`config.mk`:
```
export PLATFORM = sky130hd
export DESIGN_NAME = sevq_cell
export DESIGN_NICKNAME = d
export VERILOG_FILES = /design/src/rtl/sevq_pkg.sv /design/src/rtl/sevq_cell.sv
export SDC_FILE = /design/constraint.sdc
export NUM_CORES = 1
export LEC_CHECK = 0
export BUFFER_PORTS_ARGS = -buffer_cell sky130_fd_sc_hd__buf_2
export CAP_MARGIN = 5
export CORE_AREA = 2 2 229 231
export DETAILED_ROUTE_END_ITERATION = 10
export DIE_AREA = 0 0 231 233
export SETUP_SLACK_MARGIN = 0.4
export SYNTH_ARGS = -nofsm -noshare
export SYNTH_HDL_FRONTEND = slang
export SYNTH_SLANG_ARGS = --single-unit
```
`constraint.sdc`:
```
create_clock -name aclk -period 45.5 [get_ports aclk]
set_input_delay 9.1 -clock aclk [delete_from_list [all_inputs] [get_ports aclk]]
set_output_delay 9.1 -clock aclk [all_outputs]
set_load 0.01 [all_outputs]
```
`src/rtl/sevq_pkg.sv`:
```
// Shared types and constants for the sorted event queue with repeats.
package sevq_pkg;

    // Number of cells in the queue chain
    localparam int QUEUE_DEPTH = 16;
    // Width of the fill count, able to hold QUEUE_DEPTH itself
    localparam int CNT_W = $clog2(QUEUE_DEPTH + 1);
    // Field widths
    localparam int TICK_W = 32;
    localparam int TYPE_W = 16;
    localparam int WORD_W = 32;
    localparam int OCC_W = 5;

    // One queued event
    typedef struct packed {
        logic [TICK_W-1:0] tick;
        logic [TYPE_W-1:0] etype;
        logic [WORD_W-1:0] payload;
        logic [WORD_W-1:0] interval;
        logic [WORD_W-1:0] repeats;
    } entry_t;

    // Operation broadcast to every cell
    typedef enum logic [1:0] {
        CELL_HOLD,
        CELL_INSERT,
        CELL_SHIFT
    } cell_op_t;

    // Command bus from the sequencer to the cell row
    typedef struct packed {
        cell_op_t op;
        entry_t   ent;
    } cell_ctrl_t;

    // Operation codes on the input channel
    typedef enum logic {
        FUNC_PUSH = 1'b0,
        FUNC_POP  = 1'b1
    } func_t;

    // Sequencer states
    typedef enum logic {
        ST_IDLE,
        ST_REINS
    } sevq_state_t;

endpackage

```
`src/rtl/sevq_cell.sv`:
```
// One cell of the sorted event chain: holds one event and shifts with its neighbors.
module sevq_cell (
    input  logic                  aclk,
    input  sevq_pkg::cell_ctrl_t  ctrl,
    input  logic                  occupied,
    input  logic                  left_after,
    input  sevq_pkg::entry_t      left_ent,
    input  sevq_pkg::entry_t      right_ent,
    output sevq_pkg::entry_t      ent,
    output logic                  after
);

    sevq_pkg::entry_t ent_reg;
    sevq_pkg::entry_t ent_next;

    // New event sorts after this one (equal tick and type keeps arrival order)
    always_comb begin
        after = occupied &&
                ((ent_reg.tick < ctrl.ent.tick) ||
                 ((ent_reg.tick == ctrl.ent.tick) && (ent_reg.etype <= ctrl.ent.etype)));
    end

    // Next content: keep, take the new event, take the left or the right neighbor
    always_comb begin
        ent_next = ent_reg;
        case (ctrl.op)
            sevq_pkg::CELL_INSERT: begin
                if (after) begin
                    ent_next = ent_reg;
                end else if (left_after) begin
                    ent_next = ctrl.ent;
                end else begin
                    ent_next = left_ent;
                end
            end
            sevq_pkg::CELL_SHIFT: begin
                ent_next = right_ent;
            end
            default: begin
                ent_next = ent_reg;
            end
        endcase
    end

    always_ff @(posedge aclk) begin
        ent_reg <= ent_next;
    end

    assign ent = ent_reg;

endmodule

```
# ---- Word level (Yosys, flattened, before mapping)
# Cells that the tools add are included.
dict set report word_totals {
  register_bits 144
  out_inout_bits 145
  wordCells 19
}
dict set report op_classes {
  order_cmp 2
  eq_ne 4
  mux 3
  reduce_logical 5
}
# cell count
set ops {}
lappend ops {{2-to-1 mux 144 bit} 2}
lappend ops {{case mux 144 bit (2 select lines)} 1}
lappend ops {{== test 32 bit} 1}
lappend ops {{less-than comparator 32 bit} 1}
lappend ops {{less-or-equal comparator 16 bit} 1}
lappend ops {{== test 2 x 1 -> 1 bit, second input constant} 1}
lappend ops {{== test 2 bit, second input constant} 1}
lappend ops {{logical AND 1 bit} 2}
lappend ops {{inequality test 2 bit, second input constant} 1}
lappend ops {{AND reduction 2 bit} 1}
lappend ops {{nonzero test 2 bit} 1}
lappend ops {{logical OR 1 bit} 1}

# ---- Logic depth before layout (Yosys ltp)
dict set report depth {
  word_depth 6
  depth_mapped 8
}

# ---- Least setup slack after synthesis
# OpenSTA, ideal clock, no wires.
dict set report synth_path {
  path_kind {input port to flip-flop}
  startpoint {input ctrl[97] in the netlist's numbering}
  endpoint {register ent_reg (netlist bit ent[0]), enable pin}
  setup_ns 0.906
  t_arrival_ns 20.953
  required_time_ns 44.594
  slack_ns 23.642
  cell_stages 8
  path_buffers 0
  cell_sequence {inv_1 -> ha_1 -> nor2b_1 -> o211ai_1 -> a2111o_1 -> o211ai_1 -> a21oi_1 -> a311oi_1}
}
dict set report synth_via {
  elab_chain_len 6
}
# item line_no
set synth_rtl {}
lappend synth_rtl {{start, declared} sevq_cell.sv:4} ;# input sevq_pkg::cell_ctrl_t ctrl,
lappend synth_rtl {{less-or-equal comparator 16 bit} sevq_cell.sv:20} ;# ((ent_reg.tick == ctrl.ent.tick) && (ent_reg.etype <= ctrl.ent.etype)));
lappend synth_rtl {{logical AND 1 bit} sevq_cell.sv:20}
lappend synth_rtl {{logical OR 1 bit} sevq_cell.sv:19} ;# ((ent_reg.tick < ctrl.ent.tick) ||
lappend synth_rtl {{logical AND 1 bit} sevq_cell.sv:18} ;# after = occupied &&
lappend synth_rtl {{inequality test 2 bit (no source line)} n/a}
lappend synth_rtl {{AND reduction 2 bit (no source line)} n/a}
lappend synth_rtl {{end signal, assigned} sevq_cell.sv:46} ;# ent_reg <= ent_next;
lappend synth_rtl {{end, declared} sevq_cell.sv:13} ;# sevq_pkg::entry_t ent_reg;
# Every way passes these cells.
# A chain may end at the register's enable or synchronous reset.

# ---- Worst setup path in the final report
dict set report layout_path {
  startpoint {input ctrl[103] in the netlist's numbering}
  endpoint {output after}
}
dict set report layout_via {
  elab_chain_len 4
}
# item line_no
set layout_rtl {}
lappend layout_rtl {{less-or-equal comparator 16 bit} sevq_cell.sv:20}
lappend layout_rtl {{logical AND 1 bit} sevq_cell.sv:20}
lappend layout_rtl {{logical OR 1 bit} sevq_cell.sv:19}
lappend layout_rtl {{logical AND 1 bit} sevq_cell.sv:18}
lappend layout_rtl {{end, declared} sevq_cell.sv:10} ;# output logic after
# Every way passes these cells.

==> results_tabular.tex <==
\begin{tabular}{lr}
\hline
Metric & Value \\
\hline
\multicolumn{2}{l}{\textbf{Outcome}} \\
Outcome & complete, no violations \\
\multicolumn{2}{l}{\textbf{Clocking}} \\
Clock net sink count & 144 \\
Buffer cell driving the clock tree root & sky130\_fd\_sc\_hd\_\_clkbuf\_16 \\
Number of post-CTS setup repair buffers & 0 \\
Hold\_buf cts & 0 \\
Number of buffers added by the clock tree synthesis step & 17 \\
Clock-pin slew on the worst setup and hold paths & 0.06 ns \\
Maximum clock insertion buffer count & 2 \\
Resized Gates After CTS & 0 \\
Worst-skew pair later-pin latency & 0.46 ns \\
TritonCTS clock tree & done \\
Number of H-tree levels & 4 \\
\multicolumn{2}{l}{\textbf{Finish}} \\
Fraction of layout cells with a size suffix above 1 & 45.26\% \\
Layout net count & 1844 \\
Most common cell after layout, fill and taps aside & sky130\_fd\_sc\_hd\_\_buf\_2 \\
Final core area utilization & 24.93\% \\
Commonest non-fill, non-tap cells in the layout & 580 x sky130\_fd\_sc\_hd\_\_buf\_2, 155 x sky130\_fd\_sc\_hd\_\_nand2\_1, 148 x sky130\_fd\_sc\_hd\_\_o21ai\_0 \\
P\&R area growth vs syn & 49.92\% \\
Max reg flops & roughly 140 \\
Number of standard cells in the layout, taps in and fillers out & 2055 \\
Layout Cell Area excl Fill & 12740 µm² \\
Fill cell total of the finished layout & 5557 \\
\multicolumn{2}{l}{\textbf{Worst setup path}} \\
Critical path's top delay family & compound AO/OA/AOI/OAI gates \\
Most frequent CP cell & sky130\_fd\_sc\_hd\_\_buf\_2 \\
Sort of element at the start of the critical path & input port \\
Worst Setup End Kind & primary output \\
Depth of the worst register-to-register path & 8 \\
Reg-to-Reg Start & ent[110] \\
Cells traversed along the worst timing path & buf\_2 -> inv\_1 -> ha\_1 -> a21oi\_1 -> o21ai\_0 -> a221oi\_1 -> o211ai\_1 -> a2111oi\_0 -> o21a\_1 -> buf\_2 \\
Slowest cell on crit path & sky130\_fd\_sc\_hd\_\_a2111oi\_0 \\
CP required & 36.40 ns \\
Class of the most critical setup path & input port to primary output \\
Setup slack of the worst register-to-register path & between 40 and 50 ns \\
Buffers \& Inverters on Critical Path & 3 \\
Endpoint of the most critical register-to-register path & ent[55] \\
Maximum net fanout on the critical path & 3 \\
Crit-path max cell delay & around 0.53 ns \\
Arrival time reported for the critical path endpoint & 11.32 ns \\
\multicolumn{2}{l}{\textbf{Global route}} \\
Total global-route track usage & 12.19\% \\
Maximum number of pins on one net before global-route repair & 93 \\
Initial antenna violation count & 9 \\
Grt ovf & 0 \\
Number of global-route vias before repair & approximately 8300 \\
Global-route wire length before repair & 47.91 mm \\
\multicolumn{2}{l}{\textbf{Floorplan}} \\
Area of the die & around 54000 µm² \\
Placeable Area & 51090 µm² \\
Standard-cell rows & 83 \\
Width of the die & 231 µm \\
Height of the die & 233 µm \\
Starting density of the core & 16.63\% \\
\# IOs & between 500 and 600 \\
\multicolumn{2}{l}{\textbf{Yosys}} \\
Fraction of synthesized cell area taken by the top area cell type & approximately half \\
Part of the Yosys area used for sequential elements & 50.89\% \\
Largest area contributor in the synthesized netlist & sky130\_fd\_sc\_hd\_\_edfxtp\_1 \\
Instance count of the mapped netlist & 799 \\
Syn avg cell area & 10.63 µm² \\
Count of cell types in the netlist & 30 \\
Flops \& latches, synth & 144 \\
Cell area after synthesis & 8497 µm² \\
Yosys Warn Count & 0 \\
Flip-flop cell with the highest count after synthesis & sky130\_fd\_sc\_hd\_\_edfxtp\_1 \\
Net count after synthesis & 1284 \\
Async set or reset register ratio after synthesis & 0\% \\
Number of synthesized flops with an enable pin & 144 \\
Top area cells in the synthesized netlist & sky130\_fd\_sc\_hd\_\_edfxtp\_1 51\%, sky130\_fd\_sc\_hd\_\_mux2i\_1 17\%, sky130\_fd\_sc\_hd\_\_o21ai\_0 8.7\%, sky130\_fd\_sc\_hd\_\_ha\_1 7.1\%, sky130\_fd\_sc\_hd\_\_nand2\_1 6.8\% \\
\multicolumn{2}{l}{\textbf{Placed design}} \\
Total cell area at the placement stage & about 12000 µm² \\
Routability congestion estimate from global placement & 0.9548 \\
Number of placed instances with taps included & 2020 \\
Quantity of I/O buffers inserted on ports & 581 \\
Post-detailed-placement half-perimeter wirelength & 28.25 mm \\
Pre-CTS WS & 25.03 ns \\
\multicolumn{2}{l}{\textbf{Pwr}} \\
Maximum resistive drop on vdd & 21.74 µV \\
Total power per unit cell area & $\sim$32 nW/µm² \\
Total power & 0.4102 mW \\
P\_leak & 6.047 nW \\
\multicolumn{2}{l}{\textbf{Route}} \\
DRC violations left & 0 \\
Antenna-violating nets left & 0 \\
Final wirelength & 33.97 mm \\
Average wire per cell in the routed design & 16.53 µm \\
First-pass iteration count of the detailed router & 5 \\
Via count & just over 8000 \\
Via density & 4.016 \\
Violation count after the first detailed-routing iteration & 300 \\
\multicolumn{2}{l}{\textbf{STA}} \\
Slew at the pin with the worst max-slew slack & 1.009 ns \\
Final period utilization & about 45\% \\
Number of hold violations in the final report & 0 \\
Final slew viol count & 0 \\
Final Worst Setup Slack & 25.08 ns \\
Setup tns final & 0 ns \\
Post-Route Hold Slack & between 1 and 1.5 ns \\
Achievable Freq & 48.97 MHz \\
Final Setup Violations & 0 \\
Setup skew after layout & 0.01275 ns \\
RSZ-0062 raised after global routing & false \\
Relative slew margins & 32.70\% \\
Time the worst path needs with I/O delays and setup & 20.42 ns \\
\multicolumn{2}{l}{\textbf{Job}} \\
Maximum capacitance violations & 0 \\
\multicolumn{2}{l}{\textbf{Hold path}} \\
Cell depth of the worst min-delay path & 4 \\
Worst min path class & flip-flop to flip-flop \\
Min-Delay Endpoint & ent[131] \\
Min-Delay Startpoint & ent[127] \\
\hline
\end{tabular}
-- report_power, final --
group | internal [mW] | switching, mW | total, mW
clock network | 0.0859 | 0.0597 | 0.146
logic | 0.0394 | 0.0528 | 0.0923
registers | 0.167 | 0.00551 | 0.172
total | 0.292 | 0.118 | 0.410
-- kinds of logic after synthesis --
| group | synth area share [%] |
|---|---|
| AOI/OAI and AO/OA | 11.37 |
| and+or+nand+nor | 8.865 |
| muxes | 16.96 |
| DFF | 50.89 |
| buffers and inverters | 4.742 |
| adders and majority gates | 7.068 |
| xor gates and xnor gates | 0.1031 |
-- worst register-to-register path, stage by stage, from the launching register on --
cell and delay, ns:
sky130_fd_sc_hd__edfxtp_1 0.40, sky130_fd_sc_hd__ha_1 0.33, sky130_fd_sc_hd__nand4_1 0.20, sky130_fd_sc_hd__a2111o_1 0.46, sky130_fd_sc_hd__o211ai_1 0.25, sky130_fd_sc_hd__a21oi_1 0.20
sky130_fd_sc_hd__a311oi_4 0.38, sky130_fd_sc_hd__buf_4 0.31, sky130_fd_sc_hd__buf_4 0.67
-- routing by layer --
metal	wire length [µm]	vias to the layer above	global-route usage [%]
met5	16	-	0
met4	1033	2	5.363
met3	2791	51	4.240
met2	16640	410	20.85
met1	13480	3764	13.69
li1	-	4025	-
-- worst max-delay path by stage --
| stage | end | cells past startpoint | startpoint |
|---|---|---|---|
| after floorplan | ent[0] | 8 | ctrl[97] |
| after global placement | after | 10 | ctrl[103] |
| after detailed placement | after | 10 | ctrl[103] |
| after CTS | after | 10 | ctrl[103] |
| after global routing | after | 10 | ctrl[103] |
| final | after | 10 | ctrl[103] |
-- cell type report --
cell class                      count  area, µm²  area share (%)
Clock inverter                     14      163.9           1.287
Sequential cell                   144       4324           33.95
Antenna cell                        3      7.507         0.05893
Tap cell                          680      850.8           6.679
Multi-Input combinational cell    556       3795           29.79
Inverter                           51      191.4           1.503
Clock buffer                       18      429.2           3.369
Timing Repair Buffer              589       2977           23.37
-- cells in the mapped netlist (3+ instances only) --
cell type / n
sky130_fd_sc_hd__o21ai_0: 148
sky130_fd_sc_hd__nand3_1: 5
sky130_fd_sc_hd__edfxtp_1: 144
sky130_fd_sc_hd__a221oi_1: 4
sky130_fd_sc_hd__ha_1: 48
sky130_fd_sc_hd__a21oi_1: 17
sky130_fd_sc_hd__clkbuf_1: 21
sky130_fd_sc_hd__nand4_1: 8
sky130_fd_sc_hd__inv_1: 51
sky130_fd_sc_hd__mux2i_1: 144
sky130_fd_sc_hd__and4_1: 4
sky130_fd_sc_hd__nor2b_1: 3
sky130_fd_sc_hd__o211ai_1: 3
sky130_fd_sc_hd__nand2_1: 155
sky130_fd_sc_hd__buf_2: 25
No activity file was read; power rests on OpenSTA's default activity.
